[config.mk]
export PLATFORM = sky130hd
export DESIGN_NAME = lifo_stack_with_stats_flat
export DESIGN_NICKNAME = d
export VERILOG_FILES = /design/src/rtl/lss_pkg.sv /design/src/rtl/lss_in_if.sv /design/src/rtl/lss_out_if.sv /design/src/rtl/lifo_stack_with_stats.sv /design/src/flat_wrapper.sv
export SDC_FILE = /design/constraint.sdc
export NUM_CORES = 2
export LEC_CHECK = 0
export BUFFER_PORTS_ARGS = -buffer_cell sky130_fd_sc_hd__buf_2
export CAP_MARGIN = 20
export CORE_MARGIN = 2
export CORE_UTILIZATION = 35
export DETAILED_ROUTE_END_ITERATION = 7
export PLACE_DENSITY = 0.6
export SLEW_MARGIN = 20
export SYNTH_ARGS = -nofsm -noshare
export SYNTH_HDL_FRONTEND = slang
export SYNTH_SLANG_ARGS = --single-unit
[constraint.sdc]
create_clock -name clk -period 8.3 [get_ports clk]
set_input_delay 1.245 -clock clk [delete_from_list [all_inputs] [get_ports clk]]
set_output_delay 1.245 -clock clk [all_outputs]
set_load 0.005 [all_outputs]
[src/rtl/lss_pkg.sv]
package lss_pkg;

	localparam int WORD_W    = 32;
	localparam int OP_W      = 3;
	localparam int CAP_W     = 7;
	localparam int DEPTH_DEF = 64;

	localparam logic [CAP_W-1:0] CAP_RESET = 7'd64;

	localparam logic [OP_W-1:0] OP_PUSH    = 3'd0;
	localparam logic [OP_W-1:0] OP_POP     = 3'd1;
	localparam logic [OP_W-1:0] OP_PEEK    = 3'd2;
	localparam logic [OP_W-1:0] OP_REVERSE = 3'd3;
	localparam logic [OP_W-1:0] OP_MIN     = 3'd4;
	localparam logic [OP_W-1:0] OP_MAX     = 3'd5;
	localparam logic [OP_W-1:0] OP_MEAN    = 3'd6;

	typedef logic [OP_W-1:0]          op_t;
	typedef logic signed [WORD_W-1:0] word_t;
	typedef logic [CAP_W-1:0]         cap_t;

endpackage

[src/rtl/lss_in_if.sv]
interface lss_in_if;
	logic            valid;
	logic            ready;
	lss_pkg::op_t    operation;
	lss_pkg::word_t  value_in;

	modport source (output valid, output operation, output value_in, input ready);
	modport sink   (input valid, input operation, input value_in, output ready);
endinterface

[src/rtl/lss_out_if.sv]
interface lss_out_if;
	logic            valid;
	logic            ready;
	logic            ok;
	lss_pkg::word_t  value_out;
	logic            is_empty;
	logic            is_full;

	modport source (output valid, output ok, output value_out, output is_empty,
		output is_full, input ready);
	modport sink   (input valid, input ok, input value_out, input is_empty,
		input is_full, output ready);
endinterface

[src/rtl/lifo_stack_with_stats.sv]
// Bounded LIFO stack of signed 32-bit words with min, max and mean.
// req carries one command (operation, value_in) per transfer; rsp returns
// exactly one result per command (ok, value_out, is_empty, is_full), in order.
// cfg_wr_en/cfg_wr_data write capacity_limit; write it only while idle.
// One command is in flight at a time: req.ready is high only while the
// sequencer is idle. A push needs no memory read, pop and peek do one
// registered memory read, reverse does two reads and two writes for each
// of the floor(n/2) swapped pairs (n = entries), min and max walk all n
// entries, and mean walks them and then runs 32 + clog2(DEPTH+1) divide steps.
// The next command is taken only once the sequencer has handed its
// result to the rsp register and returned to idle.
// Every walk goes through the single memory port pair; min, max and mean
// use the one shared adder/subtractor, which also runs the mean's restoring divide.
// A finished result sits in the rsp register; the next command is taken
// while it waits, and a stalled receiver holds the sequencer only at the
// point where its next result must be loaded.
// Reset clears the entry count, loads capacity_limit with 64 and drops any
// pending result; the entry memory itself is not cleared.
module lifo_stack_with_stats #(
	parameter int DEPTH = lss_pkg::DEPTH_DEF
) (
	input  logic                clk,
	input  logic                arst_n,
	input  logic                cfg_wr_en,
	input  lss_pkg::cap_t       cfg_wr_data,
	lss_in_if.sink              req,
	lss_out_if.source           rsp
);

	localparam int CW   = $clog2(DEPTH + 1);            // entry count width
	localparam int AW   = (DEPTH > 1) ? $clog2(DEPTH) : 1;
	localparam int WW   = lss_pkg::WORD_W;
	localparam int SW   = WW + CW;                      // sum and dividend width
	localparam int AL   = SW + 1;                       // shared adder width
	localparam int STW  = $clog2(SW);
	localparam int CMPW = (CW > lss_pkg::CAP_W) ? CW : lss_pkg::CAP_W;

	localparam logic [3:0] S_IDLE    = 4'd0;
	localparam logic [3:0] S_LOAD    = 4'd1;
	localparam logic [3:0] S_SCAN_RD = 4'd2;
	localparam logic [3:0] S_SCAN_OP = 4'd3;
	localparam logic [3:0] S_ABS     = 4'd4;
	localparam logic [3:0] S_DIV     = 4'd5;
	localparam logic [3:0] S_NEG     = 4'd6;
	localparam logic [3:0] S_REV_A   = 4'd7;
	localparam logic [3:0] S_REV_B   = 4'd8;
	localparam logic [3:0] S_REV_W1  = 4'd9;
	localparam logic [3:0] S_REV_W2  = 4'd10;
	localparam logic [3:0] S_DONE    = 4'd11;

	// entry storage: one write port, one registered read port
	logic [WW-1:0] mem [DEPTH];
	logic [WW-1:0] rd_data_q;
	logic          mem_we;
	logic [AW-1:0] mem_waddr;
	logic [AW-1:0] mem_raddr;
	logic [WW-1:0] mem_wdata;

	logic [3:0]          state_q;
	lss_pkg::op_t        op_q;
	lss_pkg::cap_t       cap_q;
	logic [CW-1:0]       cnt_q;
	logic [CW-1:0]       idx_q;
	logic [AW-1:0]       lo_q;
	logic [AW-1:0]       hi_q;
	logic [WW-1:0]       tmp_q;
	logic [SW-1:0]       acc_q;
	logic [CW-1:0]       rem_q;
	logic [STW-1:0]      step_q;
	logic                sign_q;
	logic                res_ok_q;
	logic [WW-1:0]       res_val_q;

	logic                out_valid_q;
	logic                out_ok_q;
	logic [WW-1:0]       out_val_q;
	logic                out_empty_q;
	logic                out_full_q;

	logic                accept;
	logic                full;
	logic [CW-1:0]       cnt_m1;
	logic                out_load;

	// shared adder/subtractor
	logic [AL-1:0]       alu_a;
	logic [AL-1:0]       alu_b;
	logic                alu_sub;
	logic [AL-1:0]       alu_y;

	logic [AL-1:0]       rd_sx;
	logic [AL-1:0]       best_sx;
	logic                take;
	logic [WW-1:0]       new_best;
	logic [CW:0]         rem_sh;

	assign accept  = req.valid && req.ready;
	assign cnt_m1  = cnt_q - CW'(1);
	// a limit above DEPTH acts as DEPTH; a limit of zero is always full
	assign full    = (CMPW'(cnt_q) >= CMPW'(cap_q)) || (cnt_q == CW'(DEPTH));
	assign req.ready = (state_q == S_IDLE);

	assign rd_sx    = {{(AL-WW){rd_data_q[WW-1]}}, rd_data_q};
	assign best_sx  = {{(AL-WW){acc_q[WW-1]}}, acc_q[WW-1:0]};
	assign rem_sh   = {rem_q, acc_q[SW-1]};
	assign alu_y    = alu_a + (alu_sub ? ~alu_b : alu_b) + AL'(alu_sub);
	// both compares are arranged so a negative difference means "replace"
	assign take     = (idx_q == '0) || alu_y[AL-1];
	assign new_best = take ? rd_data_q : acc_q[WW-1:0];

	always_comb begin
		alu_a   = '0;
		alu_b   = '0;
		alu_sub = 1'b0;
		case (state_q)
			S_SCAN_OP: begin
				if (op_q == lss_pkg::OP_MEAN) begin
					alu_a = {acc_q[SW-1], acc_q};
					alu_b = rd_sx;
				end else if (op_q == lss_pkg::OP_MIN) begin
					alu_a   = rd_sx;
					alu_b   = best_sx;
					alu_sub = 1'b1;
				end else begin
					alu_a   = best_sx;
					alu_b   = rd_sx;
					alu_sub = 1'b1;
				end
			end
			S_ABS: begin
				alu_b   = {acc_q[SW-1], acc_q};
				alu_sub = 1'b1;
			end
			S_DIV: begin
				alu_a   = AL'(rem_sh);
				alu_b   = AL'(cnt_q);
				alu_sub = 1'b1;
			end
			S_NEG: begin
				alu_b   = {1'b0, acc_q};
				alu_sub = 1'b1;
			end
			default: begin
				alu_sub = 1'b0;
			end
		endcase
	end

	always_comb begin
		mem_we    = 1'b0;
		mem_waddr = lo_q;
		mem_wdata = rd_data_q;
		mem_raddr = idx_q[AW-1:0];
		case (state_q)
			S_IDLE: begin
				mem_raddr = cnt_m1[AW-1:0];
				mem_waddr = cnt_q[AW-1:0];
				mem_wdata = req.value_in;
				mem_we    = accept && (req.operation == lss_pkg::OP_PUSH) && !full;
			end
			S_REV_A: mem_raddr = lo_q;
			S_REV_B: mem_raddr = hi_q;
			S_REV_W1: begin
				mem_we    = 1'b1;
				mem_waddr = lo_q;
				mem_wdata = rd_data_q;
			end
			S_REV_W2: begin
				mem_we    = 1'b1;
				mem_waddr = hi_q;
				mem_wdata = tmp_q;
			end
			default: begin
				mem_we = 1'b0;
			end
		endcase
	end

	always_ff @(posedge clk) begin
		if (mem_we) begin
			mem[mem_waddr] <= mem_wdata;
		end
		rd_data_q <= mem[mem_raddr];
	end

	always_ff @(posedge clk or negedge arst_n) begin
		if (!arst_n) begin
			cap_q <= lss_pkg::CAP_RESET;
		end else if (cfg_wr_en) begin
			cap_q <= cfg_wr_data;
		end
	end

	// sequencer
	always_ff @(posedge clk or negedge arst_n) begin
		if (!arst_n) begin
			state_q <= S_IDLE;
			cnt_q   <= '0;
		end else begin
			case (state_q)
				S_IDLE: begin
					if (accept) begin
						op_q      <= req.operation;
						res_ok_q  <= 1'b0;
						res_val_q <= '0;
						idx_q     <= '0;
						acc_q     <= '0;
						lo_q      <= '0;
						hi_q      <= cnt_m1[AW-1:0];
						state_q   <= S_DONE;
						case (req.operation)
							lss_pkg::OP_PUSH: begin
								if (!full) begin
									cnt_q    <= cnt_q + CW'(1);
									res_ok_q <= 1'b1;
								end
							end
							lss_pkg::OP_POP, lss_pkg::OP_PEEK: begin
								if (cnt_q != '0) begin
									res_ok_q <= 1'b1;
									state_q  <= S_LOAD;
									if (req.operation == lss_pkg::OP_POP) begin
										cnt_q <= cnt_m1;
									end
								end
							end
							lss_pkg::OP_REVERSE: begin
								res_ok_q <= 1'b1;
								if (cnt_q > CW'(1)) begin
									state_q <= S_REV_A;
								end
							end
							lss_pkg::OP_MIN, lss_pkg::OP_MAX, lss_pkg::OP_MEAN: begin
								if (cnt_q != '0) begin
									res_ok_q <= 1'b1;
									state_q  <= S_SCAN_RD;
								end
							end
							default: begin
								res_ok_q <= 1'b0;
							end
						endcase
					end
				end
				S_LOAD: begin
					res_val_q <= rd_data_q;
					state_q   <= S_DONE;
				end
				S_SCAN_RD: begin
					state_q <= S_SCAN_OP;
				end
				S_SCAN_OP: begin
					if (op_q == lss_pkg::OP_MEAN) begin
						acc_q <= alu_y[SW-1:0];
					end else begin
						acc_q <= {{(SW-WW){new_best[WW-1]}}, new_best};
					end
					if (idx_q == cnt_m1) begin
						if (op_q == lss_pkg::OP_MEAN) begin
							state_q <= S_ABS;
						end else begin
							res_val_q <= new_best;
							state_q   <= S_DONE;
						end
					end else begin
						idx_q   <= idx_q + CW'(1);
						state_q <= S_SCAN_RD;
					end
				end
				S_ABS: begin
					// divide the magnitude, restore the sign afterwards
					sign_q <= acc_q[SW-1];
					if (acc_q[SW-1]) begin
						acc_q <= alu_y[SW-1:0];
					end
					rem_q   <= '0;
					step_q  <= '0;
					state_q <= S_DIV;
				end
				S_DIV: begin
					if (!alu_y[AL-1]) begin
						rem_q <= alu_y[CW-1:0];
						acc_q <= {acc_q[SW-2:0], 1'b1};
					end else begin
						rem_q <= rem_sh[CW-1:0];
						acc_q <= {acc_q[SW-2:0], 1'b0};
					end
					if (step_q == STW'(SW - 1)) begin
						state_q <= S_NEG;
					end else begin
						step_q <= step_q + STW'(1);
					end
				end
				S_NEG: begin
					res_val_q <= sign_q ? alu_y[WW-1:0] : acc_q[WW-1:0];
					state_q   <= S_DONE;
				end
				S_REV_A: begin
					state_q <= S_REV_B;
				end
				S_REV_B: begin
					tmp_q   <= rd_data_q;
					state_q <= S_REV_W1;
				end
				S_REV_W1: begin
					state_q <= S_REV_W2;
				end
				S_REV_W2: begin
					lo_q <= lo_q + AW'(1);
					hi_q <= hi_q - AW'(1);
					if ((AW + 1)'(hi_q - lo_q) > (AW + 1)'(2)) begin
						state_q <= S_REV_A;
					end else begin
						state_q <= S_DONE;
					end
				end
				S_DONE: begin
					if (out_load) begin
						state_q <= S_IDLE;
					end
				end
				default: begin
					state_q <= S_IDLE;
				end
			endcase
		end
	end

	// result register: load when free or being taken this cycle
	assign out_load = (state_q == S_DONE) && (!out_valid_q || rsp.ready);

	always_ff @(posedge clk or negedge arst_n) begin
		if (!arst_n) begin
			out_valid_q <= 1'b0;
		end else if (out_load) begin
			out_valid_q <= 1'b1;
		end else if (rsp.ready) begin
			out_valid_q <= 1'b0;
		end
	end

	always_ff @(posedge clk) begin
		if (out_load) begin
			out_ok_q    <= res_ok_q;
			out_val_q   <= res_val_q;
			out_empty_q <= (cnt_q == '0);
			out_full_q  <= full;
		end
	end

	assign rsp.valid     = out_valid_q;
	assign rsp.ok        = out_ok_q;
	assign rsp.value_out = out_val_q;
	assign rsp.is_empty  = out_empty_q;
	assign rsp.is_full   = out_full_q;

	// a refused push leaves the stack as it was
	a_push_refused: assert property (@(posedge clk) disable iff (!arst_n)
		(accept && req.operation == lss_pkg::OP_PUSH && full) |=> $stable(cnt_q))
		else $error("refused push changed the entry count");

	// a pop on a non-empty stack drops exactly one entry
	a_pop_dec: assert property (@(posedge clk) disable iff (!arst_n)
		(accept && req.operation == lss_pkg::OP_POP && cnt_q != '0)
		|=> (cnt_q == $past(cnt_m1)))
		else $error("pop did not drop one entry");

	// a new result appears only when the sequencer finishes a command
	a_load_done: assert property (@(posedge clk) disable iff (!arst_n)
		$rose(out_valid_q) |-> $past(state_q == S_DONE))
		else $error("result loaded outside the finish step");

endmodule

[src/flat_wrapper.sv]
// flat-port wrapper written by rule: the top's interface ports become plain ports
module lifo_stack_with_stats_flat 
#(
	parameter int DEPTH = lss_pkg::DEPTH_DEF
)
  (clk, arst_n, cfg_wr_en, cfg_wr_data, req_valid, req_operation, req_value_in, req_ready, rsp_valid, rsp_ok, rsp_value_out, rsp_is_empty, rsp_is_full, rsp_ready);
  lss_in_if req_i ();
  lss_out_if rsp_i ();
  input  logic clk;
  input  logic arst_n;
  input  logic cfg_wr_en;
  input  lss_pkg::cap_t cfg_wr_data;
  input wire logic [$bits(req_i.valid)-1:0] req_valid;
  input wire logic [$bits(req_i.operation)-1:0] req_operation;
  input wire logic [$bits(req_i.value_in)-1:0] req_value_in;
  output wire logic [$bits(req_i.ready)-1:0] req_ready;
  output wire logic [$bits(rsp_i.valid)-1:0] rsp_valid;
  output wire logic [$bits(rsp_i.ok)-1:0] rsp_ok;
  output wire logic [$bits(rsp_i.value_out)-1:0] rsp_value_out;
  output wire logic [$bits(rsp_i.is_empty)-1:0] rsp_is_empty;
  output wire logic [$bits(rsp_i.is_full)-1:0] rsp_is_full;
  input wire logic [$bits(rsp_i.ready)-1:0] rsp_ready;
  assign req_i.valid = req_valid;
  assign req_i.operation = req_operation;
  assign req_i.value_in = req_value_in;
  assign req_ready = req_i.ready;
  assign rsp_valid = rsp_i.valid;
  assign rsp_ok = rsp_i.ok;
  assign rsp_value_out = rsp_i.value_out;
  assign rsp_is_empty = rsp_i.is_empty;
  assign rsp_is_full = rsp_i.is_full;
  assign rsp_i.ready = rsp_ready;
  lifo_stack_with_stats #(.DEPTH(DEPTH)) u_core (.clk(clk), .arst_n(arst_n), .cfg_wr_en(cfg_wr_en), .cfg_wr_data(cfg_wr_data), .req(req_i), .rsp(rsp_i));
endmodule
# After elaboration in Yosys (flattened, before gate mapping)
# Memory sizes are Yosys's and may differ from the RTL's. A register that Yosys moved wholly into a read port is not among the register bits.
# Cells that the tools add are included.
classes:
  bitwise: 1
  n_lt_le_gt_ge: 3
  reduce_logical: 39
  eq_ne: 33
  addsub: 9
  muxes: 57
ops:
  columns: ["operator", "count"]
  rows:
  - ["40-bit 2-to-1 mux", 5]
  - ["32-bit 2-to-1 mux", 5]
  - ["40-bit one-hot mux with 4 select lines", 1]
  - ["39-bit one-hot mux with 4 select lines", 1]
  - ["32-bit one-hot mux with 4 select lines", 1]
  - ["39-bit 2-to-1 mux", 3]
  - ["40-bit one-hot mux with 2 select lines", 1]
  - ["32-bit one-hot mux with 2 select lines", 1]
  - ["6-bit one-hot mux with 2 select lines", 4]
  - ["4-bit one-hot mux with 11 select lines", 1]
  - ["7-bit 2-to-1 mux", 6]
  - ["7-bit one-hot mux with 2 select lines", 3]
  - ["40-bit by 1-bit adder with 40-bit output", 1]
  - ["40-bit adder", 1]
  - ["40-bit inverter", 1]
  - ["4-bit 2-to-1 mux", 9]
  - ["6-bit 2-to-1 mux", 3]
  - ["6-bit one-hot mux with 3 select lines", 1]
  - ["4-bit by 3-bit == test with 1-bit output (second input constant)", 4]
  - ["4-bit == test (second input constant)", 4]
  - ["3-bit == test (second input constant)", 5]
  - ["3-bit AND reduction", 5]
  - ["7-bit by 1-bit adder with 7-bit output (second input constant)", 2]
  - ["7-bit logical NOT", 2]
  - ["35 further kinds", 72]
word_totals:
  memories: 1
  regBits: 194
  elab_cells: 163
  ramBits: 2048
mem_list:
  columns: ["name", "depth", "width", "read_ports", "rd_ports_with_merged_regs", "wr", "line_no", "rtl"]
  rows:
  - ["u_core.mem", 64, 32, 1, 1, 1, "lifo_stack_with_stats.sv:52", "logic [WW-1:0] mem [DEPTH];"]

# Logic depth before layout (Yosys ltp)
logic_depth:
  word_depth: 13
  ltp_mapped: 22

# Worst setup path before layout
# No wires, ideal clock.
synth_path:
  path_type: "flip-flop to flip-flop"
  startpoint: "register u_core.cnt_q[0]"
  endpoint: "register u_core.res_val_q[0], enable pin"
  required_time_ns: 7.826
  t_arrival_ns: 4.498
  path_stages_with_launch: 10
  slack_ns: 3.328
  path_buffers: 1
  cell_sequence: "dfrtp_1 clkbuf_1 inv_1 ha_1 xnor2_1 xor2_1 nand4_1 nor4_1 nand2_1 a221oi_1"
synth_between:
  elab_chain_len: 4
synth_rtl:
  columns: ["item", "line_no", "rtl"]
  rows:
  - ["start: declaration", "lifo_stack_with_stats.sv:62", "logic [CW-1:0] cnt_q;"]
  - ["start signal: assignment", "lifo_stack_with_stats.sv:214", "cnt_q <= cnt_q + CW'(1);"]
  - ["start signal: assignment", "lifo_stack_with_stats.sv:223", "cnt_q <= cnt_m1;"]
  - ["7-bit by 1-bit subtractor with 7-bit output", "lifo_stack_with_stats.sv:98", "assign cnt_m1 = cnt_q - CW'(1);"]
  - ["7-bit == test", "lifo_stack_with_stats.sv:258", "if (idx_q == cnt_m1) begin"]
  - ["2-bit by 1-bit != test with 1-bit output (no source line)", null, null]
  - ["5-bit AND reduction (no source line)", null, null]
  - ["end signal: assignment", "lifo_stack_with_stats.sv:246", "res_val_q <= rd_data_q;"]
  - ["end signal: assignment", "lifo_stack_with_stats.sv:262", "res_val_q <= new_best;"]
  - ["end signal: assignment", "lifo_stack_with_stats.sv:295", "res_val_q <= sign_q ? alu_y[WW-1:0] : acc_q[WW-1:0];"]
  - ["end: declaration", "lifo_stack_with_stats.sv:72", "logic [WW-1:0] res_val_q;"]
# No other way between the ends.
# A chain may end at the register's enable or synchronous reset.

# Worst setup path after layout
layout_path:
  startpoint: "register u_core.state_q[1]"
  endpoint: "register u_core.res_val_q[16], data pin"
layout_between:
  elab_chain_len: 11
  word_cells_on_any_way: 20
  cone_classes: "add/sub: 2; eq/ne: 5; mux: 9; bitwise: 1; reduce/logical: 3"
layout_rtl:
  columns: ["item", "line_no", "rtl"]
  rows:
  - ["start: declaration", "lifo_stack_with_stats.sv:59", "logic [3:0] state_q;"]
  - ["start signal: assignment", "lifo_stack_with_stats.sv:197", "state_q <= S_IDLE;"]
  - ["start signal: assignment", "lifo_stack_with_stats.sv:210", "state_q <= S_DONE;"]
  - ["start signal: assignment", "lifo_stack_with_stats.sv:221", "state_q <= S_LOAD;"]
  - ["4-bit by 3-bit == test with 1-bit output, or another cell as far along", "lifo_stack_with_stats.sv:115, lifo_stack_with_stats.sv:200", null]
  - ["3-bit OR reduction (no source line) / 40-bit one-hot mux with 4 select lines (equally long branches)", null, null]
  - ["1-bit one-hot mux with 2 select lines / 40-bit inverter (equally long branches)", "lifo_stack_with_stats.sv:115, lifo_stack_with_stats.sv:106", null]
  - ["40-bit 2-to-1 mux", "lifo_stack_with_stats.sv:106", "assign alu_y = alu_a + (alu_sub ? ~alu_b : alu_b) + AL'(alu_sub);"]
  - ["40-bit adder", "lifo_stack_with_stats.sv:106", null]
  - ["40-bit by 1-bit adder with 40-bit output", "lifo_stack_with_stats.sv:106", null]
  - ["1-bit logical OR", "lifo_stack_with_stats.sv:108", "assign take = (idx_q == '0) || alu_y[AL-1];"]
  - ["32-bit 2-to-1 mux", "lifo_stack_with_stats.sv:109", "assign new_best = take ? rd_data_q : acc_q[WW-1:0];"]
  - ["32-bit 2-to-1 mux", "lifo_stack_with_stats.sv:259", "if (op_q == lss_pkg::OP_MEAN) begin"]
  - ["32-bit 2-to-1 mux", "lifo_stack_with_stats.sv:258", null]
  - ["32-bit one-hot mux with 4 select lines *", "lifo_stack_with_stats.sv:200", "case (state_q)"]
# Every way passes the cells marked *; elsewhere a longest branch is shown, timed or not. The select of a mux whose other input is x is not followed.

==> flow_summary.rst <==
.. list-table::
   :header-rows: 1

   * - Metric
     - Value
   * - Part of the total power dissipated in the clock network
     - 0.210
   * - Final routed wire length divided by cell count
     - 24.99 um
   * - Crit path DAT
     - 7.02 ns
   * - Initial antenna violation count
     - 10
   * - Initial standard-cell utilization of the core
     - 0.3523
   * - Library cells used by synthesis
     - 80
   * - Share of the clock period used by the worst path after layout
     - 0.7630
   * - Total Routed Length
     - 286400 um
   * - Worst R2R Path Depth
     - 17
   * - Worst hold-check path type
     - input pin to asynchronous set/reset pin
   * - GRT overflow
     - 0
   * - Yosys reg bits
     - 2274
   * - Placed wire-length estimate
     - 166600 um
   * - Number of top-level design ports
     - 84
   * - Vertical die dimension
     - 526.5 um
   * - Number of vias per cell after detailed routing
     - 5.628
   * - Setup WS pre-CTS
     - 2.101 ns
   * - Kind of critical path
     - flop to flop
   * - Most instantiated flip-flop cell in the synthesis netlist
     - sky130_fd_sc_hd__edfxtp_1
   * - Total power density per cell area
     - 431.8 mW/mm^2
   * - Avg Inst Size Synth
     - 12.33 um^2
   * - Logic gate share of total power
     - 0.450
   * - Proportion of total power due to net switching
     - 0.4424
   * - Clock buffer count from CTS
     - 222
   * - WP data required
     - 8.98 ns
   * - RSZ-0062 raised after global routing
     - no
   * - Total via count in the routed design
     - 64480
   * - Total number of H-tree levels
     - 4
   * - Synthesized netlist net count
     - 7859
   * - Worst clock skew
     - 0.06310 ns
   * - Post-route ant nets
     - 0
   * - Placed Instances
     - 11050
   * - Iteration-0 DRC Markers
     - 8020
   * - Reg clk slew, reported paths
     - 0.06 ns
   * - Worst reg-to-reg setup slack
     - 1.97 ns
   * - Max Root-Sink Buffers
     - 3
   * - Count of final setup violators
     - 0
   * - Most common library cell in the layout ignoring fill and taps
     - sky130_fd_sc_hd__nand2_1
   * - Number of standard cells in the final layout excluding fillers
     - 11460
   * - Shortest clock period the worst path allows after layout
     - 6.333 ns
   * - # Max-Cap Violations
     - 0
   * - Count of flip-flops with a built-in enable after synthesis
     - 2223
   * - Global-route wire length before repair
     - 417800 um
   * - Post-CTS setup-driven buffer insertion count
     - 0
   * - Proportion of register bits with asynchronous set or reset after synthesis
     - 0.008355
   * - Synthesis Warnings
     - 0
   * - Leakage power
     - 36.93 nW
   * - Maximum number of pins on one net before global-route repair
     - 155
   * - Hold Fails Final Rpt
     - 0
   * - Setup ws final
     - 1.967 ns
   * - Buffer cell driving the clock tree root
     - sky130_fd_sc_hd__clkbuf_16
   * - Total global-route track usage
     - 0.2002
   * - Antenna diode count
     - 0
   * - Layout cell share with drive strength beyond 1
     - 0.09053
   * - Worst slew margin relative to its limit
     - 0.2269
   * - Worst IR Drop VDD
     - 418.6 uV
   * - Clock tree sinks
     - 2274
   * - Top fanout value on the critical path
     - 46
   * - Total die area
     - 0.2772 mm^2
   * - Maximum frequency from static timing analysis
     - 0.1579 GHz
   * - Final weighted congestion in routability-driven placement
     - 0.9218
   * - Clk_lat worst skew
     - 0.90 ns
   * - Combined area of all synthesized cells
     - 0.09556 mm^2
   * - Filler instances
     - 25060
   * - Cell-internal power
     - 0.02610 W
   * - Die Width
     - 526.5 um
   * - Placeable core area
     - 0.2712 mm^2
   * - Site row count
     - 191
   * - Number of hold buffers added after CTS
     - 0
   * - End of the worst register-to-register path
     - u_core.res_val_q[16]
   * - Number of buffers inserted by port buffering
     - 83
   * - Worst reg2reg path startpoint
     - u_core.state_q[1]
   * - DRC Markers
     - 0
   * - Portion of the post-synthesis area used by sequential elements
     - 0.7102
   * - First-pass DRT Iterations
     - 6
   * - Nature of the critical path endpoint
     - flop
   * - Summed negative setup slack over all endpoints
     - 0 ns
   * - Outcome
     - complete, no violations
   * - Layout overhead on the synthesized area
     - 13.46%
   * - Cell count after synthesis
     - 7750
   * - Type of origin of the critical path
     - flop
   * - Post-CTS Resized
     - 0
   * - Sequential share of power
     - 0.341
   * - Most frequent cells in the layout
     - 2255 x sky130_fd_sc_hd__nand2_1, 2223 x sky130_fd_sc_hd__edfxtp_1, 797 x sky130_fd_sc_hd__nand3_1
   * - TritonCTS clock tree
     - built
   * - Post-route worst hold slack
     - 0.3403 ns
   * - Via count of the first global-routing pass
     - 60240
   * - Worst-Margin Slew
     - 1.157 ns
   * - Net switching power
     - 0.02071 W
   * - Layout net count
     - 7819
   * - Final max-slew violation count
     - 0
-- per-stage QoR --
step / total power, W / cell area, um^2 / utilization
finish: 0.04682 / 108400 / 0.3998
CTS: 0.04668 / 108200 / 0.3989
detailed placement: 0.03691 / 101200 / 0.3729
floorplan: 0.02844 / 95560 / -
global placement: 0.03662 / 100400 / 0.3701
global route: 0.04888 / 108400 / 0.3998
-- layer usage --
layer,global-route usage,share of wire
met2,0.3018,0.45
met1,0.2941,0.43
met4,0.05983,0.028
met3,0.03466,0.094
met5,0,0
-- cell usage after synthesis, types with 6 or more instances --
| cell type | count | area share |
|---|---|---|
| sky130_fd_sc_hd__nand2b_1 | 14 | 0.00092 |
| sky130_fd_sc_hd__nand2_1 | 2287 | 0.090 |
| sky130_fd_sc_hd__o221ai_1 | 25 | 0.0023 |
| sky130_fd_sc_hd__a311oi_1 | 321 | 0.029 |
| sky130_fd_sc_hd__a21oi_1 | 190 | 0.010 |
| sky130_fd_sc_hd__edfxtp_1 | 2223 | 0.70 |
| sky130_fd_sc_hd__xor2_1 | 38 | 0.0035 |
| sky130_fd_sc_hd__nor2b_1 | 6 | 0.00039 |
| sky130_fd_sc_hd__ha_1 | 60 | 0.0079 |
| sky130_fd_sc_hd__dfxtp_1 | 32 | 0.0067 |
| sky130_fd_sc_hd__buf_2 | 128 | 0.0067 |
| sky130_fd_sc_hd__a31oi_1 | 72 | 0.0047 |
| sky130_fd_sc_hd__inv_1 | 52 | 0.0020 |
| sky130_fd_sc_hd__o21a_1 | 22 | 0.0017 |
| sky130_fd_sc_hd__xnor2_1 | 32 | 0.0029 |
| sky130_fd_sc_hd__a211oi_1 | 37 | 0.0029 |
| sky130_fd_sc_hd__buf_1 | 44 | 0.0017 |
| sky130_fd_sc_hd__mux2i_1 | 53 | 0.0056 |
| sky130_fd_sc_hd__a222oi_1 | 13 | 0.0014 |
| sky130_fd_sc_hd__a21o_1 | 28 | 0.0022 |
| sky130_fd_sc_hd__and3_1 | 233 | 0.015 |
| sky130_fd_sc_hd__and2_1 | 12 | 0.00079 |
| sky130_fd_sc_hd__nor3_1 | 56 | 0.0029 |
| sky130_fd_sc_hd__clkbuf_1 | 365 | 0.014 |
| sky130_fd_sc_hd__a311o_1 | 64 | 0.0067 |
| sky130_fd_sc_hd__nand3_1 | 799 | 0.042 |
| sky130_fd_sc_hd__dfrtp_1 | 18 | 0.0047 |
| sky130_fd_sc_hd__nor4_1 | 9 | 0.00059 |
| sky130_fd_sc_hd__o21ai_1 | 36 | 0.0019 |
| sky130_fd_sc_hd__o21ai_0 | 69 | 0.0036 |
| sky130_fd_sc_hd__o211ai_1 | 6 | 0.00047 |
| sky130_fd_sc_hd__o21bai_1 | 7 | 0.00055 |
| sky130_fd_sc_hd__o22ai_1 | 7 | 0.00046 |
| sky130_fd_sc_hd__a22oi_1 | 92 | 0.0072 |
| sky130_fd_sc_hd__nand4_1 | 18 | 0.0012 |
| sky130_fd_sc_hd__nor2_1 | 192 | 0.0075 |
| sky130_fd_sc_hd__or3_1 | 11 | 0.00072 |
-- cells by family after synthesis --
kind of cell	share of synthesized area
adder cells (fa/ha/maj)	0.008275
AO/OA/AOI/OAI	0.07997
AND/OR/NAND/NOR	0.1639
flip-flops	0.7102
multiplexers	0.006088
buffers and inverters	0.02509
XOR/XNOR	0.006416
-- critical path: stages (launching register included) --
cell and delay [ns]:
sky130_fd_sc_hd__dfrtp_1 1.05, sky130_fd_sc_hd__nand4bb_2 0.21, sky130_fd_sc_hd__buf_4 0.37, sky130_fd_sc_hd__o22ai_1 0.74, sky130_fd_sc_hd__o21ai_0 0.38, sky130_fd_sc_hd__o21ai_0 0.28, sky130_fd_sc_hd__ha_1 0.29, sky130_fd_sc_hd__a21oi_1 0.25
sky130_fd_sc_hd__o2111ai_1 0.21, sky130_fd_sc_hd__o31ai_1 0.47, sky130_fd_sc_hd__o2111ai_1 0.19, sky130_fd_sc_hd__a22oi_1 0.41, sky130_fd_sc_hd__a21oi_4 0.07, sky130_fd_sc_hd__buf_4 0.28, sky130_fd_sc_hd__a21oi_2 0.21, sky130_fd_sc_hd__buf_4 0.41
sky130_fd_sc_hd__a22oi_1 0.11, sky130_fd_sc_hd__o21ai_1 0.13
-- flip-flops by register name (all words and copies together) (netlist names), 7 cells and up --
| name | count |
|---|---|
| u_core.idx_q | 7 |
| u_core.rsp.value_out | 32 |
| u_core.tmp_q | 32 |
| u_core.cap_q | 7 |
| u_core.rd_data_q | 32 |
| u_core.rem_q | 7 |
| u_core.res_val_q | 32 |
| u_core.cnt_q | 7 |
| u_core.mem | 2048 |
| u_core.acc_q | 39 |
-- worst max-delay path by stage --
stage / start / cells after the start / slack, ns / end
6_report: u_core.state_q[1] / 17 / 1.97 / u_core.res_val_q[16]
5_1_grt: u_core.state_q[1] / 17 / 1.59 / u_core.res_val_q[9]
4_1_cts: u_core.state_q[1] / 20 / 2.07 / u_core.res_val_q[14]
3_5_place_dp: u_core.state_q[1] / 18 / 2.10 / u_core.res_val_q[27]
3_3_place_gp: u_core.state_q[1] / 18 / 2.14 / u_core.res_val_q[6]
2_1_floorplan: u_core.cnt_q[0] / 9 / 3.33 / u_core.res_val_q[0]
-- layout make-up --
class / count / area [um^2] / area share
Inverter: 53 / 198.9 / 0.001835
Multi-Input combinational cell: 4883 / 26040 / 0.2401
Timing Repair Buffer: 276 / 2814 / 0.02595
Sequential cell: 2274 / 67870 / 0.6259
Tap cell: 3570 / 4467 / 0.04120
Clock inverter: 111 / 1071 / 0.009878
Clock buffer: 290 / 5972 / 0.05508
-- power groups by stage --
stage / combinational (W) / clock (W) / sequential [W]
6_report: 0.0211 / 0.00982 / 0.0159
4_1_cts: 0.0208 / 0.00995 / 0.0159
3_3_place_gp: 0.0205 / 0 / 0.0161
5_1_grt: 0.0225 / 0.0104 / 0.0160
2_1_floorplan: 0.0126 / 0 / 0.0159
3_5_place_dp: 0.0208 / 0 / 0.0161
(Power assumes the default switching activity.)
